===== config.mk =====
export PLATFORM = sky130hd
export DESIGN_NAME = gap_buffer_text_editor
export DESIGN_NICKNAME = d
export VERILOG_FILES = /design/src/rtl/core/gbte_pkg.sv /design/src/rtl/core/gap_buffer_text_editor.sv
export SDC_FILE = /design/constraint.sdc
export NUM_CORES = 1
export LEC_CHECK = 0
export BUFFER_PORTS_ARGS = -buffer_cell sky130_fd_sc_hd__buf_2
export CORE_MARGIN = 1.5
export CORE_UTILIZATION = 30
export DETAILED_ROUTE_END_ITERATION = 7
export RECOVER_POWER = 25
export SLEW_MARGIN = 20
export SYNTH_ARGS = -nofsm -noshare
export SYNTH_HDL_FRONTEND = slang
export SYNTH_SLANG_ARGS = --single-unit

===== constraint.sdc =====
create_clock -name clk -period 5.9 [get_ports clk]
set_input_delay 1.18 -clock clk [delete_from_list [all_inputs] [get_ports clk]]
set_output_delay 1.18 -clock clk [all_outputs]
set_load 0.01 [all_outputs]

===== src/rtl/core/gbte_pkg.sv =====
// Shared types and codes for the gap buffer text editor.
// Holds the operation and status encodings and the fixed field widths.
// No dependencies.
`default_nettype none

package gbte_pkg;

  // Fixed widths of the beat fields.
  localparam int OP_W     = 2;
  localparam int CHAR_W   = 8;
  localparam int DELTA_W  = 9;
  localparam int RIDX_W   = 7;
  localparam int STATUS_W = 2;
  localparam int COUNT_W  = 8;

  typedef logic [OP_W-1:0]     op_t;
  typedef logic [STATUS_W-1:0] status_t;
  typedef logic [CHAR_W-1:0]   char_t;

  // Operation codes.
  localparam op_t OP_INSERT = 2'd0;
  localparam op_t OP_DELETE = 2'd1;
  localparam op_t OP_MOVE   = 2'd2;
  localparam op_t OP_READ   = 2'd3;

  // Status codes.
  localparam status_t ST_OK    = 2'd0;
  localparam status_t ST_FULL  = 2'd1;
  localparam status_t ST_RANGE = 2'd2;
  localparam status_t ST_NODEL = 2'd3;

endpackage

`default_nettype wire


===== src/rtl/core/gap_buffer_text_editor.sv =====
// Gap buffer text editor: fixed-capacity text store with a movable gap.
// Depends on gbte_pkg for operation and status codes and field widths.
//
//  channel | ports                                        | direction
//  --------+----------------------------------------------+----------
//  in      | in_valid/in_ready, in_op, in_char_in,        | input
//          | in_delta, in_read_index                      |
//  out     | out_valid/out_ready, out_status,             | output
//          | out_read_data, out_cursor, out_text_length   |
//
// Insert, delete and rejected operations finish in the accept cycle, with
// the result in the output register on the next edge. A read does its
// synchronous store read on accept, then loads from S_READ when the output
// slot is free. A move shifts its bytes across the gap one at a time on the
// single store read port, waits for the last byte's write, then loads when
// the output slot is free. Reset clears the gap to cover the whole store;
// the store is not cleared. A held result stalls the next beat until taken.
`default_nettype none

module gap_buffer_text_editor
  import gbte_pkg::*;
#(
  parameter int BUFFER_DEPTH = 128
) (
  input  wire logic                       clk,
  input  wire logic                       rst_n,
  input  wire logic                       in_valid,
  output logic                            in_ready,
  input  wire logic [OP_W-1:0]            in_op,
  input  wire logic [CHAR_W-1:0]          in_char_in,
  input  wire logic signed [DELTA_W-1:0]  in_delta,
  input  wire logic [RIDX_W-1:0]          in_read_index,
  output logic                            out_valid,
  input  wire logic                       out_ready,
  output logic [STATUS_W-1:0]             out_status,
  output logic [CHAR_W-1:0]               out_read_data,
  output logic [COUNT_W-1:0]              out_cursor,
  output logic [COUNT_W-1:0]              out_text_length
);

  // Address, pointer and arithmetic widths.
  localparam int AW = (BUFFER_DEPTH > 1) ? $clog2(BUFFER_DEPTH) : 1;
  localparam int PW = $clog2(BUFFER_DEPTH + 1);
  localparam int LW = PW + 1;
  localparam int SW = ((PW > DELTA_W) ? PW : DELTA_W) + 2;

  // Sequencer states.
  localparam logic [1:0] S_IDLE = 2'd0;
  localparam logic [1:0] S_MOVE = 2'd1;
  localparam logic [1:0] S_READ = 2'd2;

  logic [1:0]    state_r, state_nxt;
  logic [PW-1:0] gb_r, gb_nxt;
  logic [PW-1:0] gf_r, gf_nxt;
  logic [PW-1:0] cnt_r, cnt_nxt;
  logic          dir_left_r, dir_left_nxt;
  logic          wr_pend_r, wr_pend_nxt;
  logic [AW-1:0] wr_addr_r, wr_addr_nxt;
  char_t         rd_data_r;

  logic          out_valid_r;
  status_t       out_status_r;
  char_t         out_read_data_r;
  logic [COUNT_W-1:0] out_cursor_r;
  logic [COUNT_W-1:0] out_text_length_r;

  // Text store.
  char_t         text_mem [BUFFER_DEPTH];
  logic          mem_we;
  logic [AW-1:0] mem_waddr;
  char_t         mem_wdata;
  logic          mem_re;
  logic [AW-1:0] mem_raddr;

  logic          slot_free;
  logic          in_fire;
  logic          load_out;
  status_t       status_nxt;
  char_t         rdata_nxt;

  logic [PW-1:0]        gb_inc, gb_dec, gf_inc, gf_dec, cnt_dec;
  logic [SW-1:0]        len_u;
  logic signed [SW-1:0] gb_s;
  logic signed [SW-1:0] target_s;
  logic                 move_bad;
  logic                 move_left;
  logic [PW-1:0]        move_n;
  logic [SW-1:0]        ridx_u;
  logic [SW-1:0]        phys_u;
  logic                 rd_ok;
  logic [LW-1:0]        len_nxt;

  assign slot_free = !out_valid_r || out_ready;
  assign in_ready  = (state_r == S_IDLE) && slot_free;
  assign in_fire   = in_valid && in_ready;

  assign gb_inc  = gb_r + 1'b1;
  assign gb_dec  = gb_r - 1'b1;
  assign gf_inc  = gf_r + 1'b1;
  assign gf_dec  = gf_r - 1'b1;
  assign cnt_dec = cnt_r - 1'b1;

  // Text length and move target checks.
  assign len_u    = SW'(gb_r) + SW'(BUFFER_DEPTH) - SW'(gf_r);
  assign gb_s     = $signed(SW'(gb_r));
  assign target_s = gb_s + SW'(in_delta);
  assign move_bad = (target_s < 0) || (target_s > $signed(len_u));
  assign move_left = (target_s < gb_s);
  assign move_n   = move_left ? PW'(gb_s - target_s) : PW'(target_s - gb_s);

  // Logical to physical index for reads.
  assign ridx_u = SW'(in_read_index);
  assign rd_ok  = (ridx_u < len_u);
  assign phys_u = (ridx_u < SW'(gb_r)) ? ridx_u : (SW'(gf_r) + ridx_u - SW'(gb_r));

  // Sequencer and store access control.
  always_comb begin
    state_nxt    = state_r;
    gb_nxt       = gb_r;
    gf_nxt       = gf_r;
    cnt_nxt      = cnt_r;
    dir_left_nxt = dir_left_r;
    wr_pend_nxt  = 1'b0;
    wr_addr_nxt  = wr_addr_r;
    mem_we       = wr_pend_r;
    mem_waddr    = wr_addr_r;
    mem_wdata    = rd_data_r;
    mem_re       = 1'b0;
    mem_raddr    = '0;
    load_out     = 1'b0;
    status_nxt   = ST_OK;
    case (state_r)
      S_IDLE: begin
        if (in_fire) begin
          case (in_op)
            OP_INSERT: begin
              load_out = 1'b1;
              if (gb_r >= gf_r) begin
                status_nxt = ST_FULL;
              end else begin
                mem_we    = 1'b1;
                mem_waddr = gb_r[AW-1:0];
                mem_wdata = in_char_in;
                gb_nxt    = gb_inc;
              end
            end
            OP_DELETE: begin
              load_out = 1'b1;
              if (gb_r != '0) begin
                gb_nxt = gb_dec;
              end else begin
                status_nxt = ST_NODEL;
              end
            end
            OP_MOVE: begin
              if (move_bad) begin
                load_out   = 1'b1;
                status_nxt = ST_RANGE;
              end else if (move_n == '0) begin
                load_out = 1'b1;
              end else begin
                state_nxt    = S_MOVE;
                cnt_nxt      = move_n;
                dir_left_nxt = move_left;
              end
            end
            OP_READ: begin
              if (!rd_ok) begin
                load_out   = 1'b1;
                status_nxt = ST_RANGE;
              end else begin
                mem_re    = 1'b1;
                mem_raddr = phys_u[AW-1:0];
                state_nxt = S_READ;
              end
            end
            default: begin
              load_out = 1'b1;
            end
          endcase
        end
      end
      S_MOVE: begin
        // One byte crosses the gap per cycle; its write lands in the next cycle.
        if (cnt_r != '0) begin
          mem_re      = 1'b1;
          wr_pend_nxt = 1'b1;
          cnt_nxt     = cnt_dec;
          if (dir_left_r) begin
            mem_raddr   = gb_dec[AW-1:0];
            wr_addr_nxt = gf_dec[AW-1:0];
            gb_nxt      = gb_dec;
            gf_nxt      = gf_dec;
          end else begin
            mem_raddr   = gf_r[AW-1:0];
            wr_addr_nxt = gb_r[AW-1:0];
            gb_nxt      = gb_inc;
            gf_nxt      = gf_inc;
          end
        end else if (!wr_pend_r && slot_free) begin
          load_out  = 1'b1;
          state_nxt = S_IDLE;
        end
      end
      S_READ: begin
        if (slot_free) begin
          load_out  = 1'b1;
          state_nxt = S_IDLE;
        end
      end
      default: begin
        state_nxt = S_IDLE;
      end
    endcase
  end

  assign rdata_nxt = (state_r == S_READ) ? rd_data_r : '0;
  assign len_nxt   = LW'(gb_nxt) + LW'(BUFFER_DEPTH) - LW'(gf_nxt);

  // Text store with registered read data.
  always_ff @(posedge clk) begin
    if (mem_we) begin
      text_mem[mem_waddr] <= mem_wdata;
    end
    if (mem_re) begin
      rd_data_r <= text_mem[mem_raddr];
    end
  end

  // Control state.
  always_ff @(posedge clk) begin
    if (!rst_n) begin
      state_r    <= S_IDLE;
      gb_r       <= '0;
      gf_r       <= PW'(BUFFER_DEPTH);
      cnt_r      <= '0;
      dir_left_r <= 1'b0;
      wr_pend_r  <= 1'b0;
    end else begin
      state_r    <= state_nxt;
      gb_r       <= gb_nxt;
      gf_r       <= gf_nxt;
      cnt_r      <= cnt_nxt;
      dir_left_r <= dir_left_nxt;
      wr_pend_r  <= wr_pend_nxt;
    end
  end

  always_ff @(posedge clk) begin
    wr_addr_r <= wr_addr_nxt;
  end

  // Output register for the result beat.
  always_ff @(posedge clk) begin
    if (!rst_n) begin
      out_valid_r <= 1'b0;
    end else if (load_out) begin
      out_valid_r <= 1'b1;
    end else if (out_ready) begin
      out_valid_r <= 1'b0;
    end
  end

  always_ff @(posedge clk) begin
    if (load_out) begin
      out_status_r      <= status_nxt;
      out_read_data_r   <= rdata_nxt;
      out_cursor_r      <= COUNT_W'(gb_nxt);
      out_text_length_r <= COUNT_W'(len_nxt);
    end
  end

  assign out_valid       = out_valid_r;
  assign out_status      = out_status_r;
  assign out_read_data   = out_read_data_r;
  assign out_cursor      = out_cursor_r;
  assign out_text_length = out_text_length_r;

  // The gap never has negative size.
  a_gap_order: assert property (@(posedge clk) disable iff (!rst_n)
    gb_r <= gf_r)
    else $error("gap start passed gap end");

  // The gap end never passes the end of the store.
  a_gap_bound: assert property (@(posedge clk) disable iff (!rst_n)
    gf_r <= PW'(BUFFER_DEPTH))
    else $error("gap end beyond store");

  // A shift step keeps the gap size.
  a_move_keeps_gap: assert property (@(posedge clk) disable iff (!rst_n)
    (state_r == S_MOVE) |=> ((gf_r - gb_r) == ($past(gf_r) - $past(gb_r))))
    else $error("cursor move changed gap size");

  // A pending shift write only exists while a move is in progress.
  a_write_in_move: assert property (@(posedge clk) disable iff (!rst_n)
    wr_pend_r |-> (state_r == S_MOVE))
    else $error("shift write outside a move");

endmodule

`default_nettype wire


==> run metrics <==
fin area=55700 µm²; post-synthesis cell type count=between 70 and 80; total grt overflow=0; layout cells sized above 1=0.125; Reg clk slew, reported paths=about 0.060 ns; Max rail drop VDD=roughly 0.24 mV; FF-to-FF path depth=21; R2R Setup Slk=between 0.15 and 0.2 ns; relative slew slack=-0.765; Avg WL per Cell=roughly 24 µm; Setup crit start=gf_r[2]$_SDFF_PN0_; final std cells w/o fill=roughly 6000; failing checks=capacitance limit, slew limit; WHS Path Cells=2; vias in the first global route=between 20000 and 30000; Max Used Layer=met5; num rows=between 100 and 150; Syn Inst Count=approximately 3600; CTS sink cnt=around 1100; Worst Setup EP=rd_data_r[5]$_DFFE_PP_; cts hold-fix bufs=0; Worst Path Class, Setup=reg -> reg; Initial Util=0.303; TNS Setup=0 ns; remaining antenna violation count=0; Vias=around 31000; final hold slack=approximately 0.48 ns; Syn-to-layout area delta=15.6%; # fillers=roughly 15000; Final Cycle Share=0.971; core area=159000 µm²; Synth Warn #=0; skew final=between 0.05 and 0.06 ns; Metal-1 WL=61200 µm; max-cap viol count=8; Fin. Hold Viols=0; Hold Path Class=reg -> reg; setup ws final=0.171 ns; worst slew pin tran=~2.6 ns; Synth Cell Area=between 40000 and 50000 µm²; Total Wirelength=145000 µm; sequential area share after synthesis=0.676; routed wl met2=66100 µm; Die H=between 400 and 500 µm; CP max FO=9; syn_nets=around 3800; routed wl met3=~12000 µm; Final Util=0.350; Fmax=175 MHz; IO buf count=57; Inst Count DP=5762; Synth area leaders=edfxtp_1 (66%), mux2i_1 (5.6%), nand2_1 (4.6%), ha_1 (2.2%), a21oi_1 (2.1%); Reg2Reg Capture Point=rd_data_r[5]$_DFFE_PP_; top cells by count, synth=edfxtp_1 (1065), nand2_1 (592), mux2i_1 (270); Pwr per Cell Area=~320 nW/µm²; starting DRC count in detailed routing=3794; pre-CTS setup slack=-0.113 ns; Die ar.=roughly 160000 µm²; Final Max Tran Viols=between 400 and 500; Static Leak=roughly 20 nW; CP startpoint kind=flop; RSZ-0062 raised after global routing=false; multi-input logic area=between 10000 and 15000 µm²; IO Pins=just under 60; Clock Tree Buf Depth=3; area leader, netlist=edfxtp_1; register area=around 33000 µm²; GP Congestion=around 0.91; wire length of the first global-routing pass=about 210000 µm; Worst Path Required=between 6 and 7 ns; CTS Buf Count=between 100 and 150; final setup violation count=0; Synth async-reset ratio=0; syn avg cell area=between 10 and 15 µm²; commonest register cell after synthesis=edfxtp_1; DRC=0; CTS tree=built; min Tclk post-route=~5.7 ns; status=complete, but fails checks; post-layout total power=between 15 and 20 mW; top-area cell type share of the netlist area=0.664; H-tree level count=3; Vias/cell=5.27; initial antenna violation count=5; Detail Placement HPWL=about 97000 µm; Worst-Skew Late Latency=0.75 ns; Critical Path AT=about 6.2 ns; Post-synth EDFFs=approximately 1100; first-pass iteration count of the detailed router=6; Final Net Count=around 3900; largest net degree at the start of global routing=79; count leader, synth=edfxtp_1; Root Buffer=clkbuf_16; GRT Overall Usage=0.173; die width=404 µm; Cell Area, Placed=between 50000 and 60000 µm²; CP endpoint kind=flop; Synth Register Bits=roughly 1100; reg2reg start=gf_r[2]$_SDFF_PN0_
[cells by family after synthesis]
kind of cell,count (synthesis),share of synthesized area
AO/OA/AOI/OAI,620,0.0872
XOR/XNOR,56,0.0105
adder cells (fa/ha/maj),100,0.0282
buffers and inverters,288,0.0284
flip-flops,1094,0.676
multiplexers,284,0.0594
AND/OR/NAND/NOR,1202,0.110
[repair_timing]
item / 4_1_cts / 5_1_grt
endpoints found under the setup margin: 6 / 8
setup buffers: 6 / 3
pin swaps: 1 / 6
cloned: 0 / 1
gates resized for setup: 4 / 64
[how the worst min path moves through the flow]
stage                     startpoint                     to  slack (ns)
3_5_place_dp   cnt_r[1]$_SDFFE_PN0P_  cnt_r[1]$_SDFFE_PN0P_        0.47
4_1_cts        cnt_r[1]$_SDFFE_PN0P_  cnt_r[1]$_SDFFE_PN0P_        0.48
3_3_place_gp   cnt_r[1]$_SDFFE_PN0P_  cnt_r[1]$_SDFFE_PN0P_        0.47
2_1_floorplan  cnt_r[1]$_SDFFE_PN0P_  cnt_r[1]$_SDFFE_PN0P_        0.44
6_report       cnt_r[1]$_SDFFE_PN0P_  cnt_r[1]$_SDFFE_PN0P_        0.48
5_1_grt        cnt_r[1]$_SDFFE_PN0P_  cnt_r[1]$_SDFFE_PN0P_        0.50
[critical path, cell delays in order, from the launching register on]
cell and delay, ns:
dfxtp_2 0.38, inv_1 0.13, ha_1 0.35, ha_1 0.31, a21oi_1 0.23, nor2_1 0.07, nor2_1 0.13, xor2_1 0.22
ha_1 0.28, a21o_1 0.15, a21oi_1 0.12, o21ai_0 0.14, maj3_2 0.37, and2_1 0.21, buf_4 0.19, o32ai_1 0.29
buf_4 0.22, nand3_1 0.47, a211oi_1 0.76, nor4_1 0.18, nand4_1 0.17, nor4b_2 0.07
[flip-flops by register name, summed over array words and instances (netlist names), 8 cells and up]
register and count:
out_read_data 8, gb_r 8, rd_data_r 8, gf_r 8, text_mem 1024, cnt_r 8, out_text_length 8, out_cursor 8
[layout by cell type, fill, tap and decap left out, types with 8 or more instances in the layout]
cell type,netlist,routed
a211oi_1,54,51
a21o_1,20,19
a21oi_1,201,198
a22oi_1,11,10
a32oi_1,39,32
and2_0,0,11
and2_1,23,11
and3_1,8,8
buf_12,0,23
buf_2,56,30
buf_4,26,172
clkbuf_1,111,57
clkbuf_16,0,109
clkinv_1,1,22
clkinv_2,0,19
dfxtp_1,29,28
edfxtp_1,1065,1065
fa_1,15,15
ha_1,83,83
inv_1,74,74
mux2i_1,270,268
nand2_1,592,588
nand2b_1,18,18
nand3_1,200,199
nand4_1,16,16
nor2_1,221,218
nor2b_1,11,11
nor3_1,37,38
nor4_1,28,20
nor4_2,1,8
o211ai_1,11,11
o21ai_0,93,87
o21ai_1,3,8
o221ai_1,104,83
o221ai_2,0,20
o22ai_1,8,8
o31ai_1,12,12
or3_1,10,10
xnor2_1,45,45
xor2_1,10,10
[metal layers]
layer	GRT usage	up-vias
li1	-	14100
met1	0.238	15700
met2	0.269	1403
met3	0.0332	264
met4	0.0658	2
met5	0	-
[power by group]
part	internal, mW	total [mW]	switching [mW]
logic	0.781	2.37	1.58
registers	8.75	8.79	0.0441
clock network	3.72	6.77	3.05
total	13.3	17.9	4.68
[cell type report]
class                      instances  share of cell area
tap                             2072              0.0466
clock inverter                    61              0.0102
clock buffer                     138              0.0517
antenna                            3            0.000135
sequential                      1094               0.585
inverter                          75             0.00513
timing repair buffer             269              0.0386
multi-input combinational       2262               0.263
Note: power is estimated with default switching activity, not from simulation.
